## src/rtl/core/insl_pkg.sv

```systemverilog
// insl_pkg: shared constants, types and helpers for the image stream loader core
// no dependencies; used by ines_image_stream_loader_core
`default_nettype none

package insl_pkg;

    localparam int PRG_BANK_BYTES = 16384;
    localparam int CHR_BANK_BYTES = 8192;

    localparam int HEADER_LEN  = 16;
    localparam int TRAINER_LEN = 512;
    localparam int MAGIC_LEN   = 4;

    localparam int POS_W    = 23;
    localparam int OFFSET_W = 22;
    localparam int BYTE_W   = 8;

    localparam logic [POS_W-1:0] POS_MAX = {POS_W{1'b1}};

    // header byte positions
    localparam logic [POS_W-1:0] POS_PRG_COUNT = POS_W'(4);
    localparam logic [POS_W-1:0] POS_CHR_COUNT = POS_W'(5);
    localparam logic [POS_W-1:0] POS_FLAGS6    = POS_W'(6);
    localparam logic [POS_W-1:0] POS_FLAGS7    = POS_W'(7);

    // flags six bits
    localparam int FLAG6_VERTICAL    = 0;
    localparam int FLAG6_TRAINER     = 2;
    localparam int FLAG6_FOUR_SCREEN = 3;

    typedef enum logic [1:0] {
        STATUS_OK        = 2'd0,
        STATUS_BAD_MAGIC = 2'd1,
        STATUS_TRUNCATED = 2'd2
    } load_status_t;

    typedef enum logic [1:0] {
        MIRROR_HORIZONTAL  = 2'd0,
        MIRROR_VERTICAL    = 2'd1,
        MIRROR_FOUR_SCREEN = 2'd2
    } mirroring_t;

    typedef struct packed {
        logic                prg_write;
        logic                chr_write;
        logic [OFFSET_W-1:0] rom_offset;
        logic [BYTE_W-1:0]   rom_byte;
        logic                image_done;
        load_status_t        load_status;
        logic [BYTE_W-1:0]   mapper_number;
        mirroring_t          mirroring;
        logic [BYTE_W-1:0]   prg_bank_count;
        logic [BYTE_W-1:0]   chr_bank_count;
        logic                chr_is_ram;
    } result_t;

    function automatic logic [BYTE_W-1:0] magic_byte(input logic [1:0] idx);
        logic [BYTE_W-1:0] b;
        case (idx)
            2'd0:    b = 8'h4e;
            2'd1:    b = 8'h45;
            2'd2:    b = 8'h53;
            2'd3:    b = 8'h1a;
            default: b = 8'h00;
        endcase
        return b;
    endfunction

endpackage

`default_nettype wire

```

## src/rtl/core/ines_image_stream_loader_core.sv

```systemverilog
// ines_image_stream_loader_core: parses a ROM image header and streams payload writes
// depends on insl_pkg for constants, status codes and the result struct
//
// usage:
//   input channel (s_valid/s_ready) carries one image byte per beat, with
//   s_end_of_file high on the final byte of an image. the next beat after
//   that starts a new image.
//   result channel (m_valid/m_ready) carries exactly one result beat per
//   input beat: a prg or chr write with its offset, or nothing, and on the
//   final byte the load status and, with a full header and good magic, the header fields.
//   the result of a byte is registered and appears in the cycle after its input beat is accepted.
//   throughput: one byte per cycle while results are taken; all per-byte work is
//   position compares, constant multiplies and adds before the output register.
//   stall: while a result waits and m_ready is low, s_ready drops; when the
//   result is taken in the same cycle a new byte is accepted.
//   reset: synchronous, active low; position clears, magic flag sets,
//   header registers clear, and the output register empties.
`default_nettype none

module ines_image_stream_loader_core (
    input  wire logic                          aclk,
    input  wire logic                          aresetn,
    input  wire logic                          s_valid,
    output logic                               s_ready,
    input  wire logic [insl_pkg::BYTE_W-1:0]   s_file_byte,
    input  wire logic                          s_end_of_file,
    output logic                               m_valid,
    input  wire logic                          m_ready,
    output logic                               m_prg_write,
    output logic                               m_chr_write,
    output logic [insl_pkg::OFFSET_W-1:0]      m_rom_offset,
    output logic [insl_pkg::BYTE_W-1:0]        m_rom_byte,
    output logic                               m_image_done,
    output logic [1:0]                         m_load_status,
    output logic [insl_pkg::BYTE_W-1:0]        m_mapper_number,
    output logic [1:0]                         m_mirroring,
    output logic [insl_pkg::BYTE_W-1:0]        m_prg_bank_count,
    output logic [insl_pkg::BYTE_W-1:0]        m_chr_bank_count,
    output logic                               m_chr_is_ram
);

    logic [insl_pkg::POS_W-1:0]  pos_reg, pos_next;
    logic                        magic_good_reg, magic_good_next;
    logic [insl_pkg::BYTE_W-1:0] prg_count_reg, prg_count_next;
    logic [insl_pkg::BYTE_W-1:0] chr_count_reg, chr_count_next;
    logic [insl_pkg::BYTE_W-1:0] flags6_reg, flags6_next;
    logic [3:0]                  flags7_high_reg, flags7_high_next;

    logic                        m_valid_reg;
    insl_pkg::result_t           res_reg, res_next;

    logic                        accept;
    logic [insl_pkg::POS_W-1:0]  start, prg_size, chr_size, q, q_chr, len, need;
    logic [insl_pkg::POS_W-1:0]  start_next, prg_size_next, chr_size_next;

    assign s_ready = !m_valid_reg || m_ready;
    assign accept  = s_valid && s_ready;

    always_comb begin
        start    = insl_pkg::POS_W'(insl_pkg::HEADER_LEN)
                 + (flags6_reg[insl_pkg::FLAG6_TRAINER]
                    ? insl_pkg::POS_W'(insl_pkg::TRAINER_LEN) : '0);
        prg_size = insl_pkg::POS_W'(prg_count_reg)
                 * insl_pkg::POS_W'(insl_pkg::PRG_BANK_BYTES);
        chr_size = insl_pkg::POS_W'(chr_count_reg)
                 * insl_pkg::POS_W'(insl_pkg::CHR_BANK_BYTES);
        q        = pos_reg - start;
        q_chr    = q - prg_size;

        magic_good_next  = magic_good_reg;
        prg_count_next   = prg_count_reg;
        chr_count_next   = chr_count_reg;
        flags6_next      = flags6_reg;
        flags7_high_next = flags7_high_reg;

        res_next = '0;
        res_next.load_status = insl_pkg::STATUS_OK;
        res_next.mirroring   = insl_pkg::MIRROR_HORIZONTAL;

        if (pos_reg < insl_pkg::POS_W'(insl_pkg::MAGIC_LEN)) begin
            if (s_file_byte != insl_pkg::magic_byte(pos_reg[1:0])) begin
                magic_good_next = 1'b0;
            end
        end else if (pos_reg == insl_pkg::POS_PRG_COUNT) begin
            prg_count_next = s_file_byte;
        end else if (pos_reg == insl_pkg::POS_CHR_COUNT) begin
            chr_count_next = s_file_byte;
        end else if (pos_reg == insl_pkg::POS_FLAGS6) begin
            flags6_next = s_file_byte;
        end else if (pos_reg == insl_pkg::POS_FLAGS7) begin
            flags7_high_next = s_file_byte[7:4];
        end else if (pos_reg >= insl_pkg::POS_W'(insl_pkg::HEADER_LEN) && magic_good_reg
                     && pos_reg >= start) begin
            if (q < prg_size) begin
                res_next.prg_write  = 1'b1;
                res_next.rom_offset = q[insl_pkg::OFFSET_W-1:0];
                res_next.rom_byte   = s_file_byte;
            end else if (q_chr < chr_size) begin
                res_next.chr_write  = 1'b1;
                res_next.rom_offset = q_chr[insl_pkg::OFFSET_W-1:0];
                res_next.rom_byte   = s_file_byte;
            end
        end

        len = (pos_reg == insl_pkg::POS_MAX) ? pos_reg : pos_reg + 1'b1;

        // status uses the header values as they stand after this byte
        start_next    = insl_pkg::POS_W'(insl_pkg::HEADER_LEN)
                      + (flags6_next[insl_pkg::FLAG6_TRAINER]
                         ? insl_pkg::POS_W'(insl_pkg::TRAINER_LEN) : '0);
        prg_size_next = insl_pkg::POS_W'(prg_count_next)
                      * insl_pkg::POS_W'(insl_pkg::PRG_BANK_BYTES);
        chr_size_next = insl_pkg::POS_W'(chr_count_next)
                      * insl_pkg::POS_W'(insl_pkg::CHR_BANK_BYTES);
        need          = start_next + prg_size_next + chr_size_next;

        if (s_end_of_file) begin
            res_next.image_done = 1'b1;
            if (len < insl_pkg::POS_W'(insl_pkg::HEADER_LEN)) begin
                res_next.load_status = insl_pkg::STATUS_TRUNCATED;
            end else if (!magic_good_next) begin
                res_next.load_status = insl_pkg::STATUS_BAD_MAGIC;
            end else begin
                res_next.load_status = (len < need) ? insl_pkg::STATUS_TRUNCATED
                                                    : insl_pkg::STATUS_OK;
                res_next.mapper_number = {flags7_high_next, flags6_next[7:4]};
                if (flags6_next[insl_pkg::FLAG6_FOUR_SCREEN]) begin
                    res_next.mirroring = insl_pkg::MIRROR_FOUR_SCREEN;
                end else if (flags6_next[insl_pkg::FLAG6_VERTICAL]) begin
                    res_next.mirroring = insl_pkg::MIRROR_VERTICAL;
                end else begin
                    res_next.mirroring = insl_pkg::MIRROR_HORIZONTAL;
                end
                res_next.prg_bank_count = prg_count_next;
                res_next.chr_bank_count = chr_count_next;
                res_next.chr_is_ram     = (chr_count_next == '0);
            end
            // next beat starts a fresh image
            pos_next         = '0;
            magic_good_next  = 1'b1;
            prg_count_next   = '0;
            chr_count_next   = '0;
            flags6_next      = '0;
            flags7_high_next = '0;
        end else begin
            pos_next = len;
        end
    end

    always_ff @(posedge aclk) begin
        if (!aresetn) begin
            pos_reg         <= '0;
            magic_good_reg  <= 1'b1;
            prg_count_reg   <= '0;
            chr_count_reg   <= '0;
            flags6_reg      <= '0;
            flags7_high_reg <= '0;
            m_valid_reg     <= 1'b0;
        end else begin
            if (accept) begin
                pos_reg         <= pos_next;
                magic_good_reg  <= magic_good_next;
                prg_count_reg   <= prg_count_next;
                chr_count_reg   <= chr_count_next;
                flags6_reg      <= flags6_next;
                flags7_high_reg <= flags7_high_next;
                m_valid_reg     <= 1'b1;
            end else if (m_ready) begin
                m_valid_reg     <= 1'b0;
            end
        end
    end

    always_ff @(posedge aclk) begin
        if (accept) begin
            res_reg <= res_next;
        end
    end

    assign m_valid          = m_valid_reg;
    assign m_prg_write      = res_reg.prg_write;
    assign m_chr_write      = res_reg.chr_write;
    assign m_rom_offset     = res_reg.rom_offset;
    assign m_rom_byte       = res_reg.rom_byte;
    assign m_image_done     = res_reg.image_done;
    assign m_load_status    = res_reg.load_status;
    assign m_mapper_number  = res_reg.mapper_number;
    assign m_mirroring      = res_reg.mirroring;
    assign m_prg_bank_count = res_reg.prg_bank_count;
    assign m_chr_bank_count = res_reg.chr_bank_count;
    assign m_chr_is_ram     = res_reg.chr_is_ram;

    // a byte can never go to both roms
    a_one_target: assert property (@(posedge aclk) disable iff (!aresetn)
        m_valid |-> !(m_prg_write && m_chr_write))
        else $error("prg and chr write in the same beat");

    // a non-ok status only shows on the final beat of an image
    a_status_on_done: assert property (@(posedge aclk) disable iff (!aresetn)
        (m_valid && m_load_status != insl_pkg::STATUS_OK) |-> m_image_done)
        else $error("status reported without image_done");

    // end of file rewinds the position for the next image
    a_eof_rewind: assert property (@(posedge aclk) disable iff (!aresetn)
        (accept && s_end_of_file) |=> (pos_reg == '0 && magic_good_reg))
        else $error("state not rewound after end of file");

    // every accepted beat leaves a result in the output register
    a_result_loaded: assert property (@(posedge aclk) disable iff (!aresetn)
        accept |=> m_valid)
        else $error("accepted beat produced no result");

endmodule

`default_nettype wire

```

## config.mk

```make
export PLATFORM = sky130hd
export DESIGN_NAME = ines_image_stream_loader_core
export DESIGN_NICKNAME = d
export VERILOG_FILES = /design/src/rtl/core/insl_pkg.sv /design/src/rtl/core/ines_image_stream_loader_core.sv
export SDC_FILE = /design/constraint.sdc
export NUM_CORES = 1
export LEC_CHECK = 0
export BUFFER_PORTS_ARGS = -buffer_cell sky130_fd_sc_hd__buf_2
export CORE_UTILIZATION = 54
export DETAILED_ROUTE_END_ITERATION = 8
export PLACE_DENSITY = 0.77
export REMOVE_ABC_BUFFERS = 1
export SYNTH_ARGS = -nofsm -noshare
export SYNTH_HDL_FRONTEND = slang
export SYNTH_SLANG_ARGS = --single-unit
```

## constraint.sdc

```tcl
create_clock -name aclk -period 4.7 [get_ports aclk]
set_input_delay 0 -clock aclk [delete_from_list [all_inputs] [get_ports aclk]]
set_output_delay 0 -clock aclk [all_outputs]
set_load 0.03 [all_outputs]
```

# Yosys cells after proc, flatten, opt, wreduce, memory -nomap -nowiden
# Index checks and enable logic that the tools add are counted.
# totals
reg_bits	114
# classes
n_eq_ne	9
n_mux	40
order_cmp	7
addsub	7
reduce_logical	13
bitwise_logic	3
# ops
cell	n
two-way mux 8 bit	13
== test 23 x 3 -> 1 bit (second input constant)	4
two-way mux 30 bit	2
two-way mux 27 bit	2
two-way mux 23 bit	2
one-hot mux 8 bit (4 select lines)	1
two-way mux 31 bit	1
two-way mux 4 bit	6
adder 11 x 22 -> 23 bit	1
adder 23 x 1 -> 23 bit (second input constant)	1
adder 23 x 21 -> 23 bit	1
== test 23 bit (second input constant)	1
greater-or-equal comparator 23 x 11 -> 1 bit	1
greater-or-equal comparator 23 x 5 -> 1 bit (second input constant)	1
< comparator 23 x 21 -> 1 bit	1
< comparator 23 x 22 -> 1 bit	1
< comparator 23 bit	1
< comparator 23 x 3 -> 1 bit (second input constant)	1
< comparator 23 x 5 -> 1 bit (second input constant)	1
subtractor 23 x 11 -> 23 bit	1
subtractor 23 x 22 -> 23 bit	1
adder 5 x 10 -> 11 bit (first input constant)	2
two-way mux 10 bit	2
zero test 8 bit	1
16 further kinds	30

# Logic depth before layout (Yosys ltp)
# Gate-level depths: netlist of run 1.
# depth
depth_word	14
ltp_mapped	22
ltp_nobuf	21

# Worst setup path after synthesis of run 1
# Ideal clock, no wire load.
# synth_path
kind	reg2reg
from	register pos_reg[12] (netlist bit)
to	register res_reg, in the netlist m_load_status[1] (data pin)
path_buffers	4
arrival_ps	4291
slack_ps	254
path_stages_with_launch	19
synth_period_minus_slack_ps	4446
path_cell_list	dfxtp_1 -> buf_6 -> or4_4 -> buf_6 -> or4_4 -> buf_6 -> nor3_2 -> buf_6 -> mux2i_2 -> inv_1 -> ha_1 -> a31oi_1 -> o31ai_4 -> and4_1 -> o21ai_1 -> ha_1 -> a2111oi_0 -> o21ai_0 -> o22ai_1
# synth_via
word_cells_on_any_way	26
cone_classes	add/sub: 4; order compare: 3; eq/ne: 4; mux: 15
# synth_lines
element	line	rtl
start: declaration	ines_image_stream_loader_core.sv:42	logic [insl_pkg::POS_W-1:0] pos_reg, pos_next;
start signal: assignment	ines_image_stream_loader_core.sv:161	pos_reg <= pos_next;
branches (longest 3 deep; another with < comparator 23 x 3 -> 1 bit)	-	
two-way mux 8 bit (*)	ines_image_stream_loader_core.sv:80	if (pos_reg < insl_pkg::POS_W'(insl_pkg::MAGIC_LEN)) begin
net chr_size_next, one bit	ines_image_stream_loader_core.sv:54	logic [insl_pkg::POS_W-1:0] start_next, prg_size_next, chr_size_next;
adder 23 x 21 -> 23 bit (*)	ines_image_stream_loader_core.sv:115	need = start_next + prg_size_next + chr_size_next;
< comparator 23 bit (*)	ines_image_stream_loader_core.sv:124	res_next.load_status = (len < need) ? insl_pkg::STATUS_TRUNCATED
two-way mux 2 bit (*)	ines_image_stream_loader_core.sv:124	
two-way mux 2 bit (*)	ines_image_stream_loader_core.sv:121	end else if (!magic_good_next) begin
two-way mux 2 bit (*)	ines_image_stream_loader_core.sv:119	if (len < insl_pkg::POS_W'(insl_pkg::HEADER_LEN)) begin
end signal: assignment	ines_image_stream_loader_core.sv:176	res_reg <= res_next;
end: declaration	ines_image_stream_loader_core.sv:50	insl_pkg::result_t res_reg, res_next;
# Mark *: on every way through the listed nets, which the timed path passes. The select of a mux whose other input is x is not followed.
# A chain may end at the register's enable or synchronous reset.

# Final worst setup path of run 1
# layout_path
from	register pos_reg[10] (netlist bit)
to	register res_reg, in the netlist m_load_status[1] (data pin)
# layout_via
elab_chain_len	13
word_cells_on_any_way	26
cone_classes	add/sub: 4; order compare: 3; eq/ne: 4; mux: 15
# layout_rtl
element	line
branches (longest 12 deep; another with < comparator 23 x 3 -> 1 bit)	-
two-way mux 2 bit (*)	ines_image_stream_loader_core.sv:119
# Every way passes the cells marked *. The select of a mux whose other input is x is not followed.

==> out/qor.csv, run 1 <==
stage;metric;value;unit
finish;area_delta_synth_final;19.8;%
global_routing;antenna_found_initial;0;
finish;final_nets;908;
global_routing;grt_pass1_wl;31300;um
die;coreArea;12800;um2
die;die_w;117;um
global_routing;grt_pass1_vias;5992;
placement;placed_cells;995;
synth;syn_inst;754;
finish;drive_above_1_share;0.220;
pwr;p_leak;3.48;nW
clocking;cts_tree;built;
clocking;clk_latency;0.42;ns
placement;hpwlAfterDp;13700;um
synth;synth_seq_cells;114;
worst_setup_path;worstSetupPathType;reg2reg;
routing;vias_per_cell;5.99;
sta;setup_slack;0.156;ns
clocking;clockBufferDepth;2;
synth;yosys.area.top_type_share;0.259;
worst_hold_path;min_path_type;in2reg;
routing;via_count;6209;
pwr;ir_drop;172;uV
finish;antenna_cells;0;
pwr;p_comb_frac;0.069;
pwr;p_clk_frac;0.516;
synth;ys.flop_type;edfxtp_1;
global_routing;grt_start_max_net_pins;48;
worst_setup_path;worst_ep_required_time;4.86;ns
sta;clock.fmax;220;MHz
worst_setup_path;critPathMaxFanout;8;
routing;wl_per_cell;18.9;um
flow_run;max-cap-violations;0;
clocking;root_buffer;clkbuf_16;
routing;wl;19600;um
synth;ys_seq_area_frac;0.403;
clocking;clkTransAtPathRegs;0.05;ns
die;die_area;13800;um2
worst_setup_path;path_cells;or4_4 -> or4_4 -> nor3_2 -> buf_6 -> mux2_4 -> xnor2_1 -> ha_1 -> a21oi_2 -> o31ai_4 -> a31oi_1 -> xor2_1 -> ha_1 -> nand4_1 -> nor3_1 -> o21ai_0 -> a31oi_1 -> o22ai_1;
finish;final_cell_mix;buf_2, edfxtp_1, nor2_1;
sta;period_minus_slack;4.54;ns
sta;setup_violations;0;
placement;gp_congestion;0.948;
pwr;p_per_area;303;nW/um2
synth;synth-async-reset-ratio;0;
die;rows;41;
pwr;switching_share;0.229;
worst_setup_path;critPathBufInv;1;
finish;largest_reg_flops;23;
sta;hold_violations;0;
clocking;cts_htree_levels;4;
worst_setup_path;crit_path_start_kind;register;
routing;drc;0;
die;start_util;0.561;
routing;drt_iter0_markers;540;
clocking;numCtsBuffers;17;
sta;timing.final.crit_share;0.967;
placement;port_buffers;76;
worst_setup_path;endpoint_kind;register;
sta;skew;0.00699;ns
sta;tightest_slew;1.04;ns
worst_setup_path;slowest_stage;or4_4;
synth;yosysTopAreaCell;edfxtp_1;
synth;synth_warnings;0;
global_routing;grt.total_usage;0.289;
outcome;outcome;completed;
synth;syn_area;7200;um2
sta;relSlewSlack;0.309;
die;die_height;117;um
pwr;switchingPower;0.000598;W
pwr;intPower;0.00202;W
worst_setup_path;cp_data_arrival_time;4.70;ns
global_routing;grt_overflow;0;
finish;fillCellCount;988;
finish;fin_cells;1036;
pwr;seqPwrFrac;0.415;
placement;dp_slack;0.0302;ns
die;io_pins;77;
routing;dr.pass1.iters;5;
worst_setup_path;crit_family;simple AND/OR/NAND/NOR gates;
synth;avgSynthCellArea;9.55;um2
finish;mostFrequentLayoutCell;buf_2;
clocking;clock-sinks;114;
sta;slew_violations;0;
synth;ys_types;73;
synth;synth-edff-count;62;
worst_setup_path;cpPeakStageDelay;0.60;ns
routing;drtAntennaViolNets;0;
synth;synth_area_leaders;edfxtp_1, dfxtp_1, ha_1;
cell families after synthesis:
group	synth area share
buffers and inverters	0.0518
AO/OA/AOI/OAI	0.151
adder cells (fa/ha/maj)	0.0771
flip-flops	0.403
multiplexers	0.0361
XOR/XNOR	0.0615
AND/OR/NAND/NOR	0.219
metrics by stage:
| stage | util | hold slack, ns | TNS, ns | power (W) | cell area (um2) |
|---|---|---|---|---|---|
| after global placement | 0.614 | 0.260 | 0 | 0.00128 | 7880 |
| after CTS | 0.666 | 0.00600 | 0 | 0.00262 | 8550 |
| final | 0.672 | 0.0128 | 0 | 0.00262 | 8620 |
| after floorplan | - | 0.0989 | -0.219 | 0.00121 | 6980 |
| after detailed placement | 0.614 | 0.266 | 0 | 0.00128 | 7880 |
| after global routing | 0.672 | 0.0128 | -0.00260 | 0.00268 | 8620 |
layer usage:
metal,track usage,part of all wire
met1,0.383,0.43
met2,0.472,0.48
met3,0.0455,0.070
met4,0.114,0.023
met5,0,0
power groups by stage:
stage	Sequential, W	Combinational, W	Clock [W]
floorplan	0.00116	0.0000547	0
global placement	0.00110	0.000173	0
detailed placement	0.00111	0.000175	0
CTS	0.00109	0.000179	0.00136
global route	0.00109	0.000190	0.00141
finish	0.00109	0.000180	0.00135
final timing paths:
kind / from / to / slack, ns / depth (start not counted)
hold / removal: s_end_of_file / m_image_done / 0.01 / 1
setup reg to reg: pos_reg[10] / m_load_status[1] / 0.16 / 17
setup / recovery: pos_reg[10] / m_load_status[1] / 0.16 / 17
hold reg to reg: magic_good_reg / magic_good_reg / 0.52 / 1
final cells by class:
class                   instances  area (um2)  area share
multi-input cells             557        3980       0.461
flip-flops and latches        114        2900       0.337
repair buffers                124         771      0.0894
clock buffers                  21         450      0.0522
well taps                     172         215      0.0250
clock inverters                10         159      0.0184
inverters                      38         148      0.0171
cell usage after synthesis, drive strengths merged, types with 4 or more instances:
library cell and n:
mux2 7, a211oi 5, nor4 13, and2 32, buf 14, nand2b 5, o21ai 32, mux2i 17
a22o 7, or3 7, edfxtp 62, inv 35, xor2 21, ha 42, a22oi 28, nor3 25
clkbuf 31, or4 8, xnor2 27, and3 10, nand4 15, o22ai 9, a31oi 7, a21oi 26
nor2b 45, a21boi 8, o21a 4, nor2 60, nand3 19, nand2 32, a21o 8, dfxtp 52
repair_timing:
action	4_1_cts	5_1_grt
hold endpoints to repair	4	0
hold buffers	5	0
gates resized for setup	1	20
setup endpoints to repair	10	31
pin swaps	2	3
cloned	0	1
setup buffers	1	3
Note: power is estimated with default switching activity, not from simulation.
==> run 2, diff against run 1 <==
==> constraint.sdc (replaced) <==
create_clock -name aclk -period 4.7 [get_ports aclk]
set_input_delay 0.94 -clock aclk [delete_from_list [all_inputs] [get_ports aclk]]
set_output_delay 0.94 -clock aclk [all_outputs]
set_load 0.03 [all_outputs]
==> run 2 against run 1 <==
  * Flip-flop and latch count did not move
  * Power fell by 2.1%
  * Design area fell by 0.55%
  * Sequential power barely moved
  * Via count fell by 0.32%
  * Sequential share of layout area rose by 0.19 points
  * Clock-buffer cell count fell by 2
  * Critical path type unchanged
  * Critical endpoint unchanged
  * Largest cell class unchanged
  * Largest power group unchanged
==> out/qor.csv, run 2 (same netlist as run 1, synthesis figures left out) <==
stage;metric;value;unit
routing;drc;0;
die;rows;41;
sta;clock.fmax;219;MHz
worst_setup_path;ff2ff_setup_slack;0.14;ns
routing;drt_iter0_markers;582;
clocking;clockBufferDepth;2;
global_routing;grt_overflow;0;
finish;final_nets;904;
finish;largest_reg_flops;23;
die;coreArea;12800;um2
finish;area_delta_synth_final;19.1;%
pwr;p_leak;3.46;nW
finish;antenna_cells;0;
sta;tightest_slew;0.976;ns
routing;wl_per_cell;19.0;um
clocking;cts_htree_levels;4;
worst_setup_path;crit_path_start_kind;register;
worst_setup_path;critPathMaxFanout;8;
routing;wl;19600;um
pwr;ir_drop;183;uV
finish;mostFrequentLayoutCell;buf_2;
worst_setup_path;endpoint_kind;register;
die;io_pins;77;
routing;vias_per_cell;5.99;
clocking;clk_latency;0.42;ns
routing;dr.pass1.iters;6;
clocking;numCtsBuffers;17;
sta;hold_violations;0;
die;start_util;0.561;
finish;drive_above_1_share;0.223;
pwr;p_per_area;299;nW/um2
clocking;cts_tree;built;
global_routing;grt.total_usage;0.284;
finish;stdcell_area;8580;um2
global_routing;grt_pass1_wl;30600;um
sta;slew_violations;0;
outcome;outcome;completed;
placement;place_area;7870;um2
clocking;root_buffer;clkbuf_16;
worst_setup_path;r2r_cells;17;
die;die_height;117;um
placement;gp_congestion;0.972;
worst_setup_path;path_depth;17;
clocking;clkTransAtPathRegs;0.05;ns
flow_run;max-cap-violations;0;
pwr;total_power;0.00256;W
worst_setup_path;cpPeakStageDelay;0.58;ns
global_routing;antenna_found_initial;0;
sta;period_minus_slack;4.56;ns
sta;setup_violations;0;
routing;drtAntennaViolNets;0;
worst_hold_path;min_path_type;reg2reg;
placement;port_buffers;76;
clocking;holdBufCountCts;0;
worst_setup_path;path_cells;or4_4 -> or4_4 -> nor3_2 -> buf_6 -> mux2i_2 -> inv_1 -> ha_1 -> maj3_1 -> o2111a_1 -> nor2b_2 -> o211ai_1 -> ha_1 -> nand2_1 -> nor3_1 -> o21ai_0 -> a31oi_1 -> o22ai_1;
die;die_w;117;um
sta;timing.final.crit_share;0.971;
worst_setup_path;r2r_end;m_load_status[1];
worst_setup_path;worstSetupEndpoint;m_load_status[1];
worst_setup_path;worst_ep_required_time;4.86;ns
worst_setup_path;slowest_stage;or4_4;
clocking;clock-sinks;114;
sta;fin_tns_setup;0;ns
worst_setup_path;critPathLaunch;pos_reg[12];
worst_setup_path;critPathBufInv;2;
global_routing;grt_pass1_vias;5939;
worst_setup_path;cp_data_arrival_time;4.72;ns
placement;hpwlAfterDp;13600;um
global_routing;grt_start_max_net_pins;78;
worst_setup_path;crit_family;simple AND/OR/NAND/NOR gates;
sta;fin_hold_ws;0.506;ns
worst_setup_path;worstSetupPathType;reg2reg;
routing;via_count;6189;
sta;skew;0.00682;ns
die;die_area;13800;um2
sta;relSlewSlack;0.350;
worst_setup_path;timing.rr.start;pos_reg[12];
finish;final_cell_mix;buf_2, edfxtp_1, nor2_1;
==> run 2: cell count changes in the layout (fill, tap and decap cells not counted), sizes merged <==
cell	delta
dlygate4sd3	-5
clkinv	+2
clkinvlp	+2
bufinv	-1
clkbuf	-1
==> run 2: routing by layer <==
metal,track usage,part of all wire
met1,0.380,0.45
met2,0.454,0.47
met3,0.0484,0.063
met4,0.123,0.022
met5,0,0
==> run 2: final cells by class <==
cell class                      instances  area (um2)
Fill cell                            1018        4250
Multi-Input combinational cell        557        3980
Sequential cell                       114        2900
Timing Repair Buffer                  120         731
Clock buffer                           19         433
Tap cell                              172         215
Clock inverter                         13         161
Inverter                               38         148
==> run 2: worst reg2reg max path, cell delays in order, from the launching register on <==
cell and delay [ns]:
dfxtp_1 0.31, or4_4 0.58, or4_4 0.54, nor3_2 0.21
buf_6 0.17, mux2i_2 0.24, inv_1 0.09, ha_1 0.22
maj3_1 0.39, o2111a_1 0.29, nor2b_2 0.16, o211ai_1 0.12
ha_1 0.31, nand2_1 0.05, nor3_1 0.20, o21ai_0 0.15
a31oi_1 0.17, o22ai_1 0.09
==> run 2: power by group <==
group / internal [W] / total [W] / switching, W
registers: 0.00108 / 0.00109 / 0.00000898
clock network: 0.000831 / 0.00130 / 0.000470
logic: 0.0000430 / 0.000175 / 0.000132
==> run 2: worst min path at each step <==
stage                         startpoint              to  slack (ns)  depth (start not counted)
final                     magic_good_reg  magic_good_reg        0.51                          1
after global routing      magic_good_reg  magic_good_reg        0.55                          1
after CTS                 magic_good_reg  magic_good_reg        0.50                          1
after detailed placement  magic_good_reg  magic_good_reg        0.49                          1
after global placement    magic_good_reg  magic_good_reg        0.48                          1
after floorplan           magic_good_reg  magic_good_reg        0.46                          1
==> run 2: repair_timing <==
item,in CTS,in global routing
setup buffers,1,5
resized for setup,0,21
pin swaps,1,4
endpoints found under the setup margin,1,30
cloned,0,1
==> run 2: stage by stage <==
stage,setup slack (ns),utilization,instances
finish,0.136,0.669,1033
global route,-0.0342,0.669,1033
CTS,0.0137,0.660,1027
detailed placement,0.00649,0.613,994
global placement,0.223,0.613,994
floorplan,-0.115,-,709
==> run 3, diff against run 2 <==
--- a/config.mk
+++ b/config.mk
@@ -9,6 +9,7 @@
 export CORE_UTILIZATION = 54
 export DETAILED_ROUTE_END_ITERATION = 8
 export PLACE_DENSITY = 0.77
+export RECOVER_POWER = 50
 export REMOVE_ABC_BUFFERS = 1
 export SYNTH_ARGS = -nofsm -noshare
 export SYNTH_HDL_FRONTEND = slang
==> run 3 against run 2 <==
  * The flow now finishes with violations (capacitance limit, slew limit)
  * Register-to-register slack improved by 0.02 ns
  * Utilization decreased by 0.65 points
  * Sequential share of layout area increased by 0.33 points
  * Clock power hardly changed
  * Critical path depth unchanged
  * Global-route usage did not move
  * Wire length grew 0.21%
  * Design area shrank 0.98%
  * Non-clock buffer count is the same
  * Critical path type unchanged
  * Highest routed layer unchanged
==> out/qor.csv, run 3 (same netlist as run 1, synthesis figures left out) <==
stage;metric;value;unit
sta;tightest_slew;1.92;ns
global_routing;grt.total_usage;0.284;
pwr;p_per_area;301;nW/um2
placement;dp_slack;0.00649;ns
worst_setup_path;crit_path_start_kind;register;
finish;multi_input_area;3980;um2
placement;hpwlAfterDp;13600;um
placement;place_area;7870;um2
routing;wl_per_cell;19.0;um
global_routing;grt_pass1_wl;30600;um
finish;final_nets;904;
finish;mostFrequentLayoutCell;clkbuf_1;
clocking;cts_tree;built;
routing;drc;0;
global_routing;grt_start_max_net_pins;78;
die;start_util;0.561;
clocking;clock-sinks;114;
die;io_pins;77;
sta;setup_slack;0.159;ns
worst_setup_path;worst_ep_required_time;4.86;ns
worst_setup_path;endpoint_kind;register;
outcome;outcome;finished with violations;
routing;drtAntennaViolNets;0;
routing;vias_per_cell;5.96;
clocking;clkTransAtPathRegs;0.05;ns
die;die_height;117;um
routing;via_count;6154;
global_routing;grt_overflow;0;
clocking;clockBufferDepth;2;
clocking;holdBufCountCts;0;
finish;final_cell_mix;clkbuf_1, edfxtp_1, nor2_1;
placement;port_buffers;76;
sta;period_minus_slack;4.54;ns
clocking;root_buffer;clkbuf_16;
die;coreArea;12800;um2
worst_setup_path;worstSetupPathType;reg2reg;
sta;setup_violations;0;
global_routing;grt_pass1_vias;5939;
finish;largest_reg_flops;23;
sta;relSlewSlack;-0.278;
pwr;p_leak;3.25;nW
global_routing;antenna_found_initial;0;
die;rows;41;
finish;stdcell_area;8490;um2
die;die_area;13800;um2
finish;fillCellCount;1050;
sta;skew;0.00800;ns
finish;utilization;0.662;
pwr;ir_drop;184;uV
routing;wl;19600;um
finish;area_delta_synth_final;17.9;%
sta;fin_tns_setup;0;ns
clocking;clk_latency;0.42;ns
worst_setup_path;critPathMaxFanout;8;
clocking;cts_htree_levels;4;
finish;antenna_cells;0;
flow_run;max-cap-violations;2;
placement;gp_congestion;0.972;
routing;dr.pass1.iters;5;
die;die_w;117;um
finish;regArea;2900;um2
sta;hold_violations;0;
clocking;numCtsBuffers;17;
sta;slew_violations;126;
outcome;violations;capacitance limit, slew limit;
finish;drive_above_1_share;0.146;
worst_hold_path;min_path_type;reg2reg;
routing;drt_iter0_markers;630;
sta;timing.final.crit_share;0.966;
sta;fin_hold_ws;0.506;ns
worst_setup_path;cp_data_arrival_time;4.70;ns
sta;clock.fmax;220;MHz
## run 3: cell count changes in the layout (fill, tap and decap cells not counted)
cell,delta
buf_2,-65
clkbuf_1,+65
buf_4,-1
clkbuf_2,+1
inv_1,+1
inv_2,-1
## run 3: layout make-up
type,instances,share of cell area
clock inverter,13,0.0190
timing repair buffer,120,0.0762
tap,172,0.0253
multi-input combinational,557,0.469
clock buffer,19,0.0510
inverter,38,0.0174
sequential,114,0.342
## run 3: what timing repair did
action,4_1_cts,5_1_grt
buffers inserted,1,5
gates cloned,0,1
gates resized for setup,0,21
pin swaps,1,4
setup endpoints to repair,1,30
## run 3: metal layers
metal | wire, um | vias up | global-route usage
met5 | 0 | - | 0
met2 | 9140 | 264 | 0.454
met1 | 8680 | 2911 | 0.380
li1 | - | 2931 | -
met4 | 515 | 0 | 0.123
met3 | 1300 | 48 | 0.0484
## run 3: power breakdown
part / total [W] / switching [W] / internal [W]
combinational: 0.000168 / 0.000132 / 0.0000361
clock: 0.00130 / 0.000472 / 0.000831
sequential: 0.00109 / 0.00000976 / 0.00108
total: 0.00256 / 0.000614 / 0.00195
## run 3: metrics by stage
stage | total power (W) | instances
after floorplan | 0.00121 | 709
after global placement | 0.00128 | 994
after detailed placement | 0.00128 | 994
after CTS | 0.00257 | 1027
after global routing | 0.00262 | 1033
final | 0.00256 | 1033
## run 3: worst paths after layout
| check | from | end | slack [ns] | cells after the start |
|---|---|---|---|---|
| setup / recovery | pos_reg[12] | m_load_status[1] | 0.16 | 17 |
| hold / removal | magic_good_reg | magic_good_reg | 0.51 | 1 |
| setup reg to reg | pos_reg[12] | m_load_status[1] | 0.16 | 17 |
| hold reg to reg | magic_good_reg | magic_good_reg | 0.51 | 1 |
## run 3: worst max-delay path: stages, from the launching register on
cell	delay, ns
dfxtp_1	0.31
or4_4	0.58
or4_4	0.53
nor3_2	0.21
buf_6	0.17
mux2i_2	0.23
inv_1	0.09
ha_1	0.22
maj3_1	0.39
o2111a_1	0.29
nor2b_2	0.16
o211ai_1	0.12
ha_1	0.31
nand2_1	0.05
nor3_1	0.20
o21ai_0	0.15
a31oi_1	0.17
o22ai_1	0.09
